`src/sv/perlin_noise_3d_sampler_unit_defines.svh`:
```
// Assertion macros shared by the noise sampler RTL.
`ifndef PERLIN_NOISE_3D_SAMPLER_UNIT_DEFINES_SVH
`define PERLIN_NOISE_3D_SAMPLER_UNIT_DEFINES_SVH

// Same-cycle implication, checked on every clock edge outside reset.
`define PN3D_ASSERT_IMPL(lbl, pre, post) \
  lbl: assert property (@(posedge clk_i) disable iff (!rst_ni) (pre) |-> (post)) \
    else $error("pn3d check failed");

// Next-cycle implication, checked on every clock edge outside reset.
`define PN3D_ASSERT_NEXT(lbl, pre, post) \
  lbl: assert property (@(posedge clk_i) disable iff (!rst_ni) (pre) |=> (post)) \
    else $error("pn3d check failed");

`endif

```
`src/sv/pn3d_ram.sv`:
```
// Generic RAM: one write port, two registered read ports.
module pn3d_ram #(
  parameter int DATA_W = 8,
  parameter int DEPTH  = 256,
  parameter int ADDR_W = $clog2(DEPTH)
) (
  input  logic              clk_i,
  input  logic              we_i,
  input  logic [ADDR_W-1:0] waddr_i,
  input  logic [DATA_W-1:0] wdata_i,
  input  logic              re_i,
  input  logic [ADDR_W-1:0] raddr_a_i,
  input  logic [ADDR_W-1:0] raddr_b_i,
  output logic [DATA_W-1:0] rdata_a_o,
  output logic [DATA_W-1:0] rdata_b_o
);

  logic [DATA_W-1:0] mem_q [DEPTH];
  logic [DATA_W-1:0] rdata_a_q;
  logic [DATA_W-1:0] rdata_b_q;

  // Write port.
  always_ff @(posedge clk_i) begin
    if (we_i) begin
      mem_q[waddr_i] <= wdata_i;
    end
  end

  // Registered reads, held while re_i is low.
  always_ff @(posedge clk_i) begin
    if (re_i) begin
      rdata_a_q <= mem_q[raddr_a_i];
      rdata_b_q <= mem_q[raddr_b_i];
    end
  end

  assign rdata_a_o = rdata_a_q;
  assign rdata_b_o = rdata_b_q;

endmodule

```
`config.mk`:
```
export PLATFORM = sky130hd
export DESIGN_NAME = pn3d_ram
export DESIGN_NICKNAME = d
export VERILOG_FILES = /design/src/sv/perlin_noise_3d_sampler_unit_defines.svh /design/src/sv/pn3d_ram.sv
export SDC_FILE = /design/constraint.sdc
export NUM_CORES = 2
export LEC_CHECK = 0
export ABC_CLOCK_PERIOD_IN_PS = 2600
export BUFFER_PORTS_ARGS = -buffer_cell sky130_fd_sc_hd__buf_2
export CORE_MARGIN = 4
export CORE_UTILIZATION = 38
export CTS_CLUSTER_SIZE = 16
export DETAILED_ROUTE_END_ITERATION = 10
export PLACE_DENSITY = 0.59
export SETUP_SLACK_MARGIN = 0.5
export SKIP_LAST_GASP = 1
export SYNTH_ARGS = -nofsm -noshare
export SYNTH_HDL_FRONTEND = slang
export SYNTH_SLANG_ARGS = --single-unit
```
`constraint.sdc`:
```
create_clock -name clk_i -period 2.6 [get_ports clk_i]
set_clock_uncertainty 0.1 [all_clocks]
set_input_delay 0.26 -clock clk_i [delete_from_list [all_inputs] [get_ports clk_i]]
set_output_delay 0.26 -clock clk_i [all_outputs]
set_load 0.02 [all_outputs]
```
==> key figures <==
Timing
  • Final slew viol count: 0
  • Final period demand of the worst path: 2.64 ns
  • RSZ-0062 raised after global routing: true
  • Slew @ Worst Pin: 1.07 ns
  • Setup TNS: -0.0364 ns
  • Fmax: about 380 MHz
  • Final hold viol count: 0
  • Hold Slack: 0.0628 ns
  • Final WS setup: -0.0364 ns
  • Final Setup Violations: 1
  • Final Cycle Share: 101%
  • Max_slew headroom: 28.3%

Power
  • P_leak: 38.1 nW
  • NetSw: approximately 0.018 W
  • Clock power frac: 42.1%
  • Int Pwr: 0.0585 W
  • PwrDens: 654 nW/um2
  • Sw Ratio: roughly a quarter
  • Reg power frac: 48.1%
  • Comb power frac: 9.8%
  • VDD IR-drop max: 0.718 mV

Critical path
  • Crit path required time: around 3.1 ns
  • Worst path slowest cell: mux4_2
  • CP startpoint kind: register
  • CP endpoint kind: register
  • Buf/Inv on CP: 2
  • Cell mode on critical path: mux4_2
  • CP Max Fanout: 2
  • Critical path class: register to register
  • CP top delay family: multiplexers
  • Critical path cell sequence: mux4_2, mux4_2, nand2_4, o31ai_4, buf_4, o21ai_4, buf_6, a211oi_2
  • Critical path depth: 8
  • Reg2reg path depth: 8
  • Flop2flop setup slack: -0.04 ns
  • Worst path max stage delay: 0.55 ns
  • Critical Path AT: 3.14 ns

Floorplan
  • DIE AREA: 264000 um2
  • Die X: approximately 510 um
  • Die Y: 514 um
  • Top Ports: just over 50
  • Starting Density: 38.2%
  • Row Count: about 190
  • Core ar.: 254000 um2

Drt
  • DR iter-0 viols: approximately 7300
  • Routed length per instance: 34.8 um
  • Post-DRT Antenna Nets: 0
  • Drt first pass iters: 5
  • Post-Route WL: 323 mm
  • Vias: 57800
  • DRC errors left: 0
  • Via-per-instance ratio: between 6 and 7

Final layout
  • Filler cell count in the final layout: 21400
  • Layout cells sized above 1: 45.9%
  • Synthesis-to-finish area growth: 20.6%
  • Final #Nets: approximately 5800
  • Area of the multi-input gates: 33600 um2
  • FF/Latch Area: between 60000 and 70000 um2

Synth
  • Cell taking the most area after synthesis: edfxtp_1
  • Netlist cell types: 64
  • Area contributors post-synth: edfxtp_1 (64%), mux4_2 (24%), mux2i_1 (2.4%)
  • Main synth FF type: edfxtp_1
  • Synthesized area: 97100 um2
  • Syn_area_per_cell: 20.0 um2
  • Syn Nets: between 4000 and 5000
  • Number of synthesized flops with an enable pin: 2064
  • Sequential area share after synthesis: around 64%
  • Post-synthesis cell count: around 4800
  • FFs w/ async S/R, synth: 0%
  • Post-synth top area share: 63.8%
  • Synth warn: 0
  • #FFs+latches synth: 2064

Clocking
  • Clock Tree Root: clkbuf_16
  • Clock H-tree levels: 4
  • Clk_lat worst skew: 0.89 ns
  • Clock buffer depth: 3
  • Worst-path clk slew: approximately 0.070 ns
  • Clock sinks: 2064
  • CTS tree: built
  • Cts bufs inserted: approximately 220

Run status
  • Status: finished, violations left
  • Failing checks: setup timing

Global routing
  • Residual overflow from global routing: 0
  • Total track usage: 24.3%
  • First-pass GRT wire length: between 400 and 500 mm
  • Largest net degree at the start of global routing: ~140
  • Initial antenna violation count: 16
  • Vias in the first global route: 58200

Worst hold path
  • Worst Hold Class: primary input to register
  • Hold Crit Depth: 3

Place
  • GPL Wtd Cong: 0.892
  • Number of port buffers: 50
  • Post-DP HPWL: 226 mm

Flow run
  • Total of max-cap violations: 0
-- flip-flops by register name, summed over array words and instances (netlist names) --
name       cells
mem_q       2048
rdata_a_o      8
rdata_b_o      8
-- Yosys cell counts, types with 13 or more instances --
library cell	count
nand2_1	114
nor2_1	298
mux2_2	38
a22oi_1	62
buf_8	35
o211ai_1	13
mux4_2	1051
nor2b_1	27
edfxtp_1	2064
buf_4	42
mux2i_1	236
a21oi_1	79
buf_1	25
buf_2	104
buf_6	44
o22ai_1	48
nand4_1	13
nor3_1	21
o221ai_1	65
clkbuf_1	137
a221oi_1	32
o21ai_0	34
a211oi_1	28
a22o_1	22
nand3_1	52
-- through the flow --
step | utilization [%] | cell area (um2) | setup WS (ns) | cells | power, W
after global placement | 42.8 | 109000 | -1.25 | 8864 | 0.0448
after CTS | 46.0 | 117000 | -0.00707 | 9289 | 0.0771
after floorplan | - | 97900 | 0.186 | 4847 | 0.0412
after detailed placement | 42.8 | 109000 | -1.29 | 8864 | 0.0448
after global routing | 46.1 | 117000 | -0.0399 | 9292 | 0.0788
final | 46.1 | 117000 | -0.0364 | 9300 | 0.0767
-- cells in the final DEF (no fill, tap or decap), types with 21 or more instances in the layout --
cell type   count
a22oi_1        53
mux2_2         37
clkinv_1       43
o221ai_1       64
a221oi_1       21
buf_4         851
clkinv_2       46
clkbuf_16     216
edfxtp_1     2064
o22ai_1        44
clkbuf_1       23
buf_12        140
clkinvlp_4     23
o21ai_0        26
nor2_2         94
a21oi_1        73
mux2i_1       231
mux4_2       1051
buf_2          21
nand3_1        38
nor2b_1        26
buf_6          27
nand2_1       110
nor2_1        177
bufinv_16      32
nor2_4         28
-- tightest hold or removal path, stage by stage --
cell     delay, ns
buf_2         0.21
nand3_4       0.21
nor2_2        0.16
-- metal layers --
metal,routed length (um),up-vias,track usage (%)
li1,-,22900,-
met1,129000,31200,34.0
met2,150000,3202,37.8
met3,31000,519,4.95
met4,13800,4,9.16
met5,26,-,0
-- cell families after synthesis --
family	after synthesis	synth area share, %
simple gates	591	2.69
flops	2064	63.8
buf+inv	401	2.73
compound gates	466	3.53
mux	1325	27.2
-- path summary, 6_finish.rpt --
path                                     from      endpoint
worst max-delay path            mem_q[103][3]  rdata_a_o[3]
worst min-delay path                     we_i  mem_q[86][1]
worst max register to register  mem_q[103][3]  rdata_a_o[3]
worst min register to register  mem_q[189][7]  rdata_b_o[7]
-- final cells by class --
type	count	area share (%)
Sequential cell	2064	52.9
Multi-Input combinational cell	2382	28.7
Timing Repair Buffer	1065	8.46
Clock buffer	239	4.69
Tap cell	3366	3.59
Clock inverter	168	1.62
Inverter	6	0.0224
Antenna cell	10	0.0214
-- power groups by stage --
| stage | Sequential [W] | Clock, W | Combinational [W] |
|---|---|---|---|
| final | 0.0368 | 0.0323 | 0.00755 |
| after global routing | 0.0368 | 0.0342 | 0.00780 |
| after CTS | 0.0368 | 0.0328 | 0.00748 |
| after detailed placement | 0.0376 | 0 | 0.00724 |
| after global placement | 0.0375 | 0 | 0.00720 |
| after floorplan | 0.0375 | 0 | 0.00373 |
-- what timing repair did --
action | CTS | global route
endpoints found under the hold margin | 504 | 0
resized for setup | 141 | 24
setup buffers | 4 | 1
hold buffers | 14 | 0
setup endpoints to repair | 28 | 109
pin swaps | 42 | 18
Note: power is estimated with default switching activity, not from simulation.
