## config.mk

```make
export PLATFORM = sky130hd
export DESIGN_NAME = pn3d_lerp
export DESIGN_NICKNAME = d
export VERILOG_FILES = /design/src/sv/perlin_noise_3d_sampler_unit_defines.svh /design/src/sv/pn3d_pkg.sv /design/src/sv/pn3d_lerp.sv
export SDC_FILE = /design/constraint.sdc
export NUM_CORES = 1
export LEC_CHECK = 0
export BUFFER_PORTS_ARGS = -buffer_cell sky130_fd_sc_hd__clkbuf_2
export CORE_UTILIZATION = 30
export CTS_CLUSTER_SIZE = 14
export DETAILED_ROUTE_END_ITERATION = 10
export PLACE_DENSITY = 0.47
export SETUP_SLACK_MARGIN = 0.4
export SLEW_MARGIN = 10
export SYNTH_ARGS = -nofsm -noshare
export SYNTH_HDL_FRONTEND = slang
export SYNTH_SLANG_ARGS = --single-unit
```

## constraint.sdc

```tcl
create_clock -name clk_i -period 17.3 [get_ports clk_i]
set_input_delay 2.595 -clock clk_i [delete_from_list [all_inputs] [get_ports clk_i]]
set_output_delay 2.595 -clock clk_i [all_outputs]
set_load 0.03 [all_outputs]
```

## src/sv/perlin_noise_3d_sampler_unit_defines.svh

```systemverilog
// Assertion macros shared by the noise sampler RTL.
`ifndef PERLIN_NOISE_3D_SAMPLER_UNIT_DEFINES_SVH
`define PERLIN_NOISE_3D_SAMPLER_UNIT_DEFINES_SVH

// Same-cycle implication, checked on every clock edge outside reset.
`define PN3D_ASSERT_IMPL(lbl, pre, post) \
  lbl: assert property (@(posedge clk_i) disable iff (!rst_ni) (pre) |-> (post)) \
    else $error("pn3d check failed");

// Next-cycle implication, checked on every clock edge outside reset.
`define PN3D_ASSERT_NEXT(lbl, pre, post) \
  lbl: assert property (@(posedge clk_i) disable iff (!rst_ni) (pre) |=> (post)) \
    else $error("pn3d check failed");

`endif

```

## src/sv/pn3d_pkg.sv

```systemverilog
// Shared constants, types and helper functions of the noise sampler.
package pn3d_pkg;

  localparam int FRAC_BITS    = 16;
  localparam int PERM_ENTRIES = 256;
  localparam int PERM_W       = $clog2(PERM_ENTRIES);
  localparam int BYTE_W       = 8;
  localparam int COORD_W      = 48;
  localparam int CELL_W       = 8;
  localparam int LOW_W        = FRAC_BITS + CELL_W;
  localparam int FADE_W       = FRAC_BITS + 1;
  localparam int COMP_W       = FRAC_BITS + 1;
  localparam int VAL_W        = 20;
  localparam int NUM_AXES     = 3;
  localparam int NUM_RAMS     = 7;
  localparam int NUM_CORNERS  = 8;
  localparam int CFG_IDX_W    = 2;
  localparam int IN_DATA_W    = 2 * BYTE_W + NUM_AXES * COORD_W;
  localparam int OUT_DATA_W   = ((VAL_W + 7) / 8) * 8;
  localparam int POS_LSB      = 2 * BYTE_W;

  typedef enum logic {
    OP_LOAD   = 1'b0,
    OP_SAMPLE = 1'b1
  } opcode_e;

  typedef enum logic [CFG_IDX_W-1:0] {
    CFG_OFFSET_X = 2'd0,
    CFG_OFFSET_Y = 2'd1,
    CFG_OFFSET_Z = 2'd2
  } cfg_reg_e;

  // Item bookkeeping that travels down the table lookup stages.
  typedef struct packed {
    logic              vld;
    opcode_e           op;
    logic [BYTE_W-1:0] idx;
    logic [BYTE_W-1:0] val;
  } item_ctl_t;

  // Table address of base + offset (+1), wrapped to the table size.
  function automatic logic [PERM_W-1:0] perm_addr(input logic [BYTE_W-1:0] base,
                                                  input logic [BYTE_W-1:0] add,
                                                  input logic inc);
    logic [BYTE_W+1:0] s;
    s = (BYTE_W+2)'(base) + (BYTE_W+2)'(add) + (BYTE_W+2)'(inc);
    return s[PERM_W-1:0];
  endfunction

  // A load outside the table is dropped.
  function automatic logic idx_ok(input logic [BYTE_W-1:0] idx);
    return ({1'b0, idx} < (BYTE_W+1)'(PERM_ENTRIES));
  endfunction

  // Gradient dot product selected by the low four hash bits.
  function automatic logic signed [VAL_W-1:0] grad(input logic [BYTE_W-1:0] hash,
                                                   input logic signed [COMP_W-1:0] x,
                                                   input logic signed [COMP_W-1:0] y,
                                                   input logic signed [COMP_W-1:0] z);
    logic [3:0] h;
    logic signed [COMP_W-1:0] ga;
    logic signed [COMP_W-1:0] gb;
    logic signed [VAL_W-1:0] ea;
    logic signed [VAL_W-1:0] eb;
    h  = hash[3:0];
    ga = h[3] ? y : x;
    if (h[3:2] == 2'b00) begin
      gb = y;
    end else if (h == 4'd12 || h == 4'd14) begin
      gb = x;
    end else begin
      gb = z;
    end
    ea = VAL_W'(ga);
    eb = VAL_W'(gb);
    if (h[0]) ea = -ea;
    if (h[1]) eb = -eb;
    return ea + eb;
  endfunction

endpackage

```

## src/sv/pn3d_lerp.sv

```systemverilog
// Two-stage linear blend a + round(s * (b - a)).
module pn3d_lerp (
  input  logic                              clk_i,
  input  logic                              en_i,
  input  logic [pn3d_pkg::FADE_W-1:0]       s_i,
  input  logic signed [pn3d_pkg::VAL_W-1:0] a_i,
  input  logic signed [pn3d_pkg::VAL_W-1:0] b_i,
  output logic signed [pn3d_pkg::VAL_W-1:0] y_o
);

  localparam int F      = pn3d_pkg::FRAC_BITS;
  localparam int VW     = pn3d_pkg::VAL_W;
  localparam int PROD_W = pn3d_pkg::FADE_W + VW + 2;

  logic signed [VW:0]       diff;
  logic signed [PROD_W-1:0] prod_d, prod_q;
  logic signed [VW-1:0]     a_q;
  logic signed [PROD_W-1:0] rsum;
  logic signed [PROD_W-1:0] rsh;
  logic signed [VW-1:0]     y_d, y_q;

  // Stage one: difference times weight.
  always_comb begin
    diff   = (VW+1)'(b_i) - (VW+1)'(a_i);
    prod_d = PROD_W'($signed({1'b0, s_i})) * PROD_W'(diff);
  end

  always_ff @(posedge clk_i) begin
    if (en_i) begin
      prod_q <= prod_d;
      a_q    <= a_i;
    end
  end

  // Stage two: round half up and add the base.
  always_comb begin
    rsum = prod_q + PROD_W'(1 << (F-1));
    rsh  = rsum >>> F;
    y_d  = a_q + rsh[VW-1:0];
  end

  always_ff @(posedge clk_i) begin
    if (en_i) begin
      y_q <= y_d;
    end
  end

  assign y_o = y_q;

endmodule
```

==> results.cfg <==
[detailed_routing]
ant_nets = 0
firstDrtPassIters = 7
met3RoutedLength_mm = 1.05
drtIter0Drc = 440
route.met2.wl_mm = 20.5
drcViolationCount = 0
drt_wl_total_mm = 40.6
routed_via_density = 4.55
routedLengthMet1_mm = 18.5
top_layer_used = met5
wl_per_cell_um = 16.5
vias = 11210

[critical_path]
required_ns = 17.39
cp_slowest_cell = xor2_2
reg2regPathDepth = 12
startpoint = a_i[0]
crit_end = prod_q[33]
reg2reg_slack_ns = 13.35
timing.rr.start = prod_q[15]
critPathMaxFanout = 17
cp-start-kind = input port
slowest_delay_ns = 0.88
end_kind = flop
reg2reg_to = y_o[13]
path_common_cell = fa_1
critPathKind = in2reg
worstPathArrival_ns = 11.83

[cells_and_area]
n_antenna_cell = 0
syn2layout_area_growth_pct = 9.05
drive_gt1_share_pct = 7.82
fin_nets = 2295

[clock_tree]
cts_tree = yes
clk_pin_slew_ns = 0.05
cts-resized-gates = 0
htreeDepth = 3
cts_sinks = 61
cts_hold_buf = 0
numCtsBuffers = 9
insertion_delay_ns = 0.34
cts.path.max_buffers = 2
cts_setup_buffers = 0
root_buffer = clkbuf_16

[logic_synthesis]
yosys.area.top_type_share_pct = 41.3
synth.distinct_cells = 61
ys_ff_latch = 61
synth.largest_area_cell = fa_1
synthFlopType = edfxtp_1
syn_area_um2 = 16300
synth_edf_count = 61
synth-async-reset-ratio_pct = 0
synthMostInstantiatedCell = inv_1
avgSynthCellArea_um2 = 9.41
yosys_warnings = 0
syn-instance-count = 1728
yosysSeqAreaShare_pct = 11.3
synth_area_leaders = fa_1 (41%), edfxtp_1 (11%), inv_1 (9.8%)
synthTopCellsByCount = inv_1 (425), fa_1 (336), nand2_1 (204)
syn-num-nets = 2249

[sta]
fin_crit_ns = 11.74
fmaxAchievable_mhz = 85.2
maxSlewViolCount = 0
setup_viol = 0
clock_skew_ns = 0.00329
relSlewSlack_pct = 25.0
hold_viol = 0
rsz0062_at_grt = false
finalCritPeriodShare_pct = 67.8
tightestPinTransition_ns = 1.12
tns_ns = 0

[floorplanning]
io_pins = 79
core_um2 = 53100
row_count = 84
fp.dieW_um = 235
initial_core_util_pct = 30.7
dieArea_um2 = 55200
die_h_um = 235

[global_route]
grt_pass1_vias = 12386
grt_max_degree = 62
grt_antenna_before_repair = 3
overflow = 0
grt_pass1_wl_mm = 68.0
track_usage_pct = 15.6

[job]
max_cap_viol_count = 0

[place]
hpwl_mm = 33.1
io_buffers = 78
gp_congestion = 0.824

[hold_path]
hold_path.class = reg2reg
hold_start = a_q[0]

[outcome]
status = completed
==> stage by stage <==
stage                     cells  worst slack [ns]  hold slack (ns)  utilization [%]  instance area [um^2]
after floorplan            1728              6.98            0.526                -                 16300
after global placement     2451              5.28            0.586             32.9                 17400
after detailed placement   2451              5.25            0.551             32.9                 17400
after CTS                  2466              5.60            0.581             33.4                 17700
after global routing       2466              5.17            0.602             33.4                 17700
final                      2466              5.56            0.570             33.4                 17700
==> worst max-delay path, delay by kind of cell <==
kind                     cells  cell delay (ns)
AO/OA/AOI/OAI                7             1.90
XOR/XNOR                     1             0.88
adder cells (fa/ha/maj)      9             3.88
buffers and inverters        5             0.36
AND/OR/NAND/NOR              7             2.21
==> worst min path at each step <==
stage	end	cells past startpoint
6_report	y_o[0]	1
5_1_grt	y_o[0]	1
4_1_cts	y_o[0]	1
3_5_place_dp	y_o[0]	1
3_3_place_gp	y_o[0]	1
2_1_floorplan	y_o[0]	1
==> state kept, by name, summed over array words and instances, names as in the netlist <==
name and cells:
a_q 20, prod_q 21, y_o 20
==> area by class of cell <==
cell class | instances | area, um^2
fillers | 5481 | 35300
multi-input cells | 1181 | 12600
flip-flops and latches | 61 | 1830
inverters | 425 | 1600
well taps | 688 | 861
repair buffers | 96 | 526
clock buffers | 10 | 229
clock inverters | 5 | 76.3
==> layout by cell type, fill, tap and decap left out, types with 3 or more instances in the layout <==
| cell | count |
|---|---|
| a211oi_1 | 3 |
| a21o_1 | 23 |
| a21oi_1 | 40 |
| a31oi_1 | 3 |
| and2_1 | 139 |
| and3_1 | 6 |
| buf_4 | 18 |
| clkbuf_16 | 9 |
| clkbuf_2 | 77 |
| edfxtp_1 | 61 |
| fa_1 | 336 |
| ha_1 | 126 |
| inv_1 | 425 |
| mux2_2 | 7 |
| mux2i_1 | 9 |
| nand2_1 | 204 |
| nand2b_1 | 25 |
| nand3_1 | 21 |
| nand4_1 | 5 |
| nor2_1 | 29 |
| nor2b_1 | 31 |
| nor3_1 | 5 |
| o21a_1 | 7 |
| o21ai_0 | 16 |
| o21bai_1 | 6 |
| o31a_1 | 3 |
| or2_2 | 3 |
| xnor2_1 | 64 |
| xor2_1 | 21 |
| xor2_2 | 3 |
==> routing by layer <==
layer	global-route usage, %	vias to the layer above
met1	20.5	5750
met3	1.76	37
li1	-	5251
met5	0	-
met2	28.1	168
met4	2.41	4
==> cells by family (layout without fill, tap and decap cells) <==
group | Yosys count | after routing | share of synthesized area [%]
xor gates and xnor gates | 89 | 89 | 4.79
DFF | 61 | 61 | 11.3
muxes | 18 | 18 | 1.22
buffers and inverters | 486 | 536 | 11.4
AOI/OAI and AO/OA | 134 | 134 | 5.58
and+or+nand+nor | 478 | 478 | 14.8
adders and majority gates | 462 | 462 | 51.0
Power is left out: the tool's default activity adds up to more than one toggle a clock period on the data nets, which glitch-free logic cannot reach.
