### src/sv/perlin_noise_3d_sampler_unit_defines.svh
// Assertion macros shared by the noise sampler RTL.
`ifndef PERLIN_NOISE_3D_SAMPLER_UNIT_DEFINES_SVH
`define PERLIN_NOISE_3D_SAMPLER_UNIT_DEFINES_SVH

// Same-cycle implication, checked on every clock edge outside reset.
`define PN3D_ASSERT_IMPL(lbl, pre, post) \
  lbl: assert property (@(posedge clk_i) disable iff (!rst_ni) (pre) |-> (post)) \
    else $error("pn3d check failed");

// Next-cycle implication, checked on every clock edge outside reset.
`define PN3D_ASSERT_NEXT(lbl, pre, post) \
  lbl: assert property (@(posedge clk_i) disable iff (!rst_ni) (pre) |=> (post)) \
    else $error("pn3d check failed");

`endif

### src/sv/pn3d_pkg.sv
// Shared constants, types and helper functions of the noise sampler.
package pn3d_pkg;

  localparam int FRAC_BITS    = 16;
  localparam int PERM_ENTRIES = 256;
  localparam int PERM_W       = $clog2(PERM_ENTRIES);
  localparam int BYTE_W       = 8;
  localparam int COORD_W      = 48;
  localparam int CELL_W       = 8;
  localparam int LOW_W        = FRAC_BITS + CELL_W;
  localparam int FADE_W       = FRAC_BITS + 1;
  localparam int COMP_W       = FRAC_BITS + 1;
  localparam int VAL_W        = 20;
  localparam int NUM_AXES     = 3;
  localparam int NUM_RAMS     = 7;
  localparam int NUM_CORNERS  = 8;
  localparam int CFG_IDX_W    = 2;
  localparam int IN_DATA_W    = 2 * BYTE_W + NUM_AXES * COORD_W;
  localparam int OUT_DATA_W   = ((VAL_W + 7) / 8) * 8;
  localparam int POS_LSB      = 2 * BYTE_W;

  typedef enum logic {
    OP_LOAD   = 1'b0,
    OP_SAMPLE = 1'b1
  } opcode_e;

  typedef enum logic [CFG_IDX_W-1:0] {
    CFG_OFFSET_X = 2'd0,
    CFG_OFFSET_Y = 2'd1,
    CFG_OFFSET_Z = 2'd2
  } cfg_reg_e;

  // Item bookkeeping that travels down the table lookup stages.
  typedef struct packed {
    logic              vld;
    opcode_e           op;
    logic [BYTE_W-1:0] idx;
    logic [BYTE_W-1:0] val;
  } item_ctl_t;

  // Table address of base + offset (+1), wrapped to the table size.
  function automatic logic [PERM_W-1:0] perm_addr(input logic [BYTE_W-1:0] base,
                                                  input logic [BYTE_W-1:0] add,
                                                  input logic inc);
    logic [BYTE_W+1:0] s;
    s = (BYTE_W+2)'(base) + (BYTE_W+2)'(add) + (BYTE_W+2)'(inc);
    return s[PERM_W-1:0];
  endfunction

  // A load outside the table is dropped.
  function automatic logic idx_ok(input logic [BYTE_W-1:0] idx);
    return ({1'b0, idx} < (BYTE_W+1)'(PERM_ENTRIES));
  endfunction

  // Gradient dot product selected by the low four hash bits.
  function automatic logic signed [VAL_W-1:0] grad(input logic [BYTE_W-1:0] hash,
                                                   input logic signed [COMP_W-1:0] x,
                                                   input logic signed [COMP_W-1:0] y,
                                                   input logic signed [COMP_W-1:0] z);
    logic [3:0] h;
    logic signed [COMP_W-1:0] ga;
    logic signed [COMP_W-1:0] gb;
    logic signed [VAL_W-1:0] ea;
    logic signed [VAL_W-1:0] eb;
    h  = hash[3:0];
    ga = h[3] ? y : x;
    if (h[3:2] == 2'b00) begin
      gb = y;
    end else if (h == 4'd12 || h == 4'd14) begin
      gb = x;
    end else begin
      gb = z;
    end
    ea = VAL_W'(ga);
    eb = VAL_W'(gb);
    if (h[0]) ea = -ea;
    if (h[1]) eb = -eb;
    return ea + eb;
  endfunction

endpackage

### src/sv/pn3d_fade.sv
// Three-stage fade curve 6t^5-15t^4+10t^3 in fixed point.
module pn3d_fade (
  input  logic                         clk_i,
  input  logic                         en_i,
  input  logic [pn3d_pkg::FRAC_BITS-1:0] t_i,
  output logic [pn3d_pkg::FADE_W-1:0]    f_o
);

  localparam int F    = pn3d_pkg::FRAC_BITS;
  localparam int Q_W  = F + 4;
  localparam int QS_W = F + 6;

  logic [2*F:0]     sq;
  logic [F:0]       t2_d, t2_q;
  logic [F-1:0]     t1_q;
  logic signed [QS_W-1:0] qs;
  logic [Q_W-1:0]   q_d, q_q;
  logic [2*F+1:0]   cube;
  logic [F:0]       t3_d, t3_q;
  logic [2*F+5:0]   fp;
  logic [F+5:0]     fr;
  logic [F:0]       f_d, f_q;

  // Stage one: t squared, rounded.
  always_comb begin
    sq   = (2*F+1)'(t_i) * (2*F+1)'(t_i) + (2*F+1)'(1 << (F-1));
    t2_d = sq[2*F:F];
  end

  always_ff @(posedge clk_i) begin
    if (en_i) begin
      t2_q <= t2_d;
      t1_q <= t_i;
    end
  end

  // Stage two: polynomial 6t^2 - 15t + 10 and the rounded cube.
  always_comb begin
    qs = $signed(QS_W'(6) * QS_W'(t2_q) + QS_W'(10 * (1 << F)) - QS_W'(15) * QS_W'(t1_q));
    q_d  = (qs < 0) ? '0 : qs[Q_W-1:0];
    cube = (2*F+2)'(t2_q) * (2*F+2)'(t1_q) + (2*F+2)'(1 << (F-1));
    t3_d = cube[2*F:F];
  end

  always_ff @(posedge clk_i) begin
    if (en_i) begin
      q_q   <= q_d;
      t3_q  <= t3_d;
    end
  end

  // Stage three: final product, clamped to one.
  always_comb begin
    fp  = (2*F+6)'(t3_q) * (2*F+6)'(q_q) + (2*F+6)'(1 << (F-1));
    fr  = fp[2*F+5:F];
    f_d = (fr > (F+6)'(1 << F)) ? (F+1)'(1 << F) : fr[F:0];
  end

  always_ff @(posedge clk_i) begin
    if (en_i) begin
      f_q <= f_d;
    end
  end

  assign f_o = f_q;

endmodule

### config.mk
export PLATFORM = sky130hd
export DESIGN_NAME = pn3d_fade
export DESIGN_NICKNAME = d
export VERILOG_FILES = /design/src/sv/perlin_noise_3d_sampler_unit_defines.svh /design/src/sv/pn3d_pkg.sv /design/src/sv/pn3d_fade.sv
export SDC_FILE = /design/constraint.sdc
export NUM_CORES = 2
export LEC_CHECK = 0
export ABC_AREA = 1
export BUFFER_PORTS_ARGS = -buffer_cell sky130_fd_sc_hd__buf_2
export CAP_MARGIN = 10
export CORE_MARGIN = 5
export CORE_UTILIZATION = 24
export DETAILED_ROUTE_END_ITERATION = 8
export GPL_TIMING_DRIVEN = 0
export PLACE_DENSITY = 0.38
export SETUP_SLACK_MARGIN = 0.1
export SYNTH_ARGS = -nofsm -noshare
export SYNTH_HDL_FRONTEND = slang
export SYNTH_SLANG_ARGS = --single-unit
### constraint.sdc
create_clock -name clk_i -period 14.32 [get_ports clk_i]
set_clock_uncertainty 0.05 [all_clocks]
set_input_delay 2.148 -clock clk_i [delete_from_list [all_inputs] [get_ports clk_i]]
set_output_delay 2.148 -clock clk_i [all_outputs]
set_load 0.01 [all_outputs]
==> out/qor.txt <==
Number of synthesized flops with an enable pin: 87
Hpwl dp: 92,400 µm
CP max stage delay: 0.59 ns
Area of the multi-input gates: 0.0265 mm²
Cell Count Post-Placement: 6,475
Unique masters post-synth: 53
Fin Setup TNS: 0 ns
Clk pin slew, worst setup/hold paths: 0.09 ns
Worst hold stages: 3
Post-route insts no fill: 6,492
Avg Cell Area, Syn: 7.82 µm²
Hold_ws: 1.10 ns
Gpl congestion: 0.816
Die area: 0.155 mm²
Top Ports: 35
Dominant cells by area after synthesis: fa_1 (39%), inv_1 (16%), ha_1 (15%), nand2_1 (11%), edfxtp_1 (7.4%)
First-pass GRT wire length: 167,000 µm
Post-cts sizing count: 0
Die X: 394 µm
Top cell type by total area after synthesis: fa_1
Reg-to-Reg End: f_o[10]$_SDFFCE_PN0P_
Reg2reg start: t3_q[2]$_DFFE_PP_
Async S/R FF share, synth: 0
Hold path startpoint: t1_q[0]$_DFFE_PP_
# H-tree levels: 3
Setup bufs post-CTS: 0
Dominant register cell in the synthesized netlist: edfxtp_1
Reg area: 0.00261 mm²
FF-to-FF setup slack: 6.82 ns
Most common cell in the netlist: inv_1
Fin. Hold Viols: 0
Syn nets: 5,644
Share of cells above drive strength 1: 0.0289
Worst R2R Path Depth: 29
Post-synth top cells: inv_1 (1,470), nand2_1 (1,078), fa_1 (686)
Vias in the first global route: 28,900
Synth Warn #: 0
Area grow syn2layout: 8.23%
Residual DRC: 0
Antenna violations before repair: 4
Clk buf depth: 2
GR Overflow Total: 0
Drt wl/cell: 16.2 µm
Hold_buf cts: 0
GRT Overall Usage: 0.138
Worst setup EP type: register
Largest net degree at the start of global routing: 60
Final antenna-violating net count: 0
Drt via density: 4.08
Nets: 5,690
Cells after synthesis: 4,523
Worst endpoint required time: 14.44 ns
Least-Margin Pin Slew: 1.02 ns
Achievable Freq: 117 MHz
Std-Cell Rows: 140
Run status: completed
TritonCTS Buffers: 9
Slew margin rel.: 0.313
Startpoint types: input port
Buffers on Ports: 34
Drt initial violations: 1,195
Via Count: 26,500
Unrepaired setup endpoints after global routing: no
Core ar.: 0.146 mm²
Tcrit/Tclk final: 0.595
CTS tree: built
CTS sink cnt: 87
Initial Util: 0.242
Synthesized cell area: 0.0354 mm²
Register area share after synthesis: 0.0739
Hold Path End: q_q[0]$_SDFFCE_PN0P_
# setup viols final: 0
Kind of critical path: in -> reg
Max_cap viols: 0
Cell with the largest stage delay on the worst path: clkbuf_1
Clk_lat worst skew: 0.40 ns
DIE HEIGHT: 394 µm
Hold Path Class: reg -> reg
Yosys top cell area share: 0.388
Post-Route WL: 105,000 µm
CTS root buffer: clkbuf_16
Fillers: 16,300
Max-slew violation count: 0
TritonRoute pass-1 iters: 7
Synthesis-stage register bit count: 87
Min Clock Period, post-route: 8.52 ns
CP arrival: 8.64 ns
Worst Path Max Fanout: 10
[registers in the layout (all words and copies together) (netlist names)]
| register | count |
|---|---|
| q_q | 20 |
| t3_q | 17 |
| t1_q | 16 |
| t2_q | 17 |
| f_o | 17 |
[routing by layer]
layer | share of wire | vias up | GRT usage
met2 | 0.49 | 364 | 0.248
met5 | 0.00012 | - | 0
li1 | - | 13000 | -
met4 | 0.013 | 2 | 0.0225
met3 | 0.031 | 66 | 0.0125
met1 | 0.46 | 13100 | 0.184
[placed cells by master (no fill, tap or decap), types with 3 or more instances in the layout]
cell / n
inv_1: 1470
nand2_1: 1078
fa_1: 686
ha_1: 417
clkbuf_1: 158
a21oi_1: 139
nor2_1: 124
edfxtp_1: 87
nand3_1: 57
o21ai_0: 49
xor2_1: 47
buf_2: 37
xnor2_1: 23
nand2_2: 21
nor3_1: 15
nor2_4: 14
a31oi_1: 13
a21o_1: 12
nand4_1: 11
o21bai_1: 11
inv_2: 10
nor2_2: 9
clkbuf_16: 9
o21a_1: 7
nand3b_1: 5
buf_1: 4
o211ai_1: 4
or2_2: 4
o221ai_1: 4
nand3_2: 4
and2_1: 3
inv_8: 3
[how the worst max path moves through the flow]
stage                       from            endpoint  slack, ns  depth (start not counted)
after floorplan           t_i[3]  t2_q[11]$_DFFE_PP_       6.68                         26
after global routing      t_i[8]  t2_q[11]$_DFFE_PP_       5.31                         27
after global placement    t_i[8]  t2_q[11]$_DFFE_PP_       5.36                         27
final                     t_i[8]  t2_q[11]$_DFFE_PP_       5.80                         27
after CTS                 t_i[7]  t2_q[16]$_DFFE_PP_       5.78                         23
after detailed placement  t_i[7]  t2_q[16]$_DFFE_PP_       5.34                         23
[per-stage QoR]
stage,instance area [µm²],setup WS (ns),util
floorplan,35400,6.68,-
global placement,37900,5.36,0.260
detailed placement,38000,5.34,0.260
CTS,38300,5.78,0.262
global route,38300,5.31,0.262
finish,38300,5.80,0.262
[worst max-delay path: cells and delay by family]
family          cells  cell delay (ns)
fa+ha+maj           7             3.35
buf+inv             9             1.61
compound gates      1             0.29
simple gates       10             1.24
[area by class of cell]
type / count / share of cell area
Sequential cell: 87 / 0.0682
Antenna cell: 1 / 0.0000654
Buffer: 170 / 0.0174
Clock inverter: 7 / 0.00219
Clock buffer: 9 / 0.00588
Tap cell: 1917 / 0.0627
Multi-Input combinational cell: 2785 / 0.693
Timing Repair Buffer: 35 / 0.00523
Inverter: 1481 / 0.145
[logic make-up after synthesis]
kind of cell / share of synthesized area
DFF: 0.0739
adders and majority gates: 0.536
AOI/OAI and AO/OA: 0.0411
buffers and inverters: 0.176
xor gates and xnor gates: 0.0173
and+or+nand+nor: 0.156
Power is not shown: default switching activity piles up to over one toggle a cycle in this logic, so the estimate is an artifact.
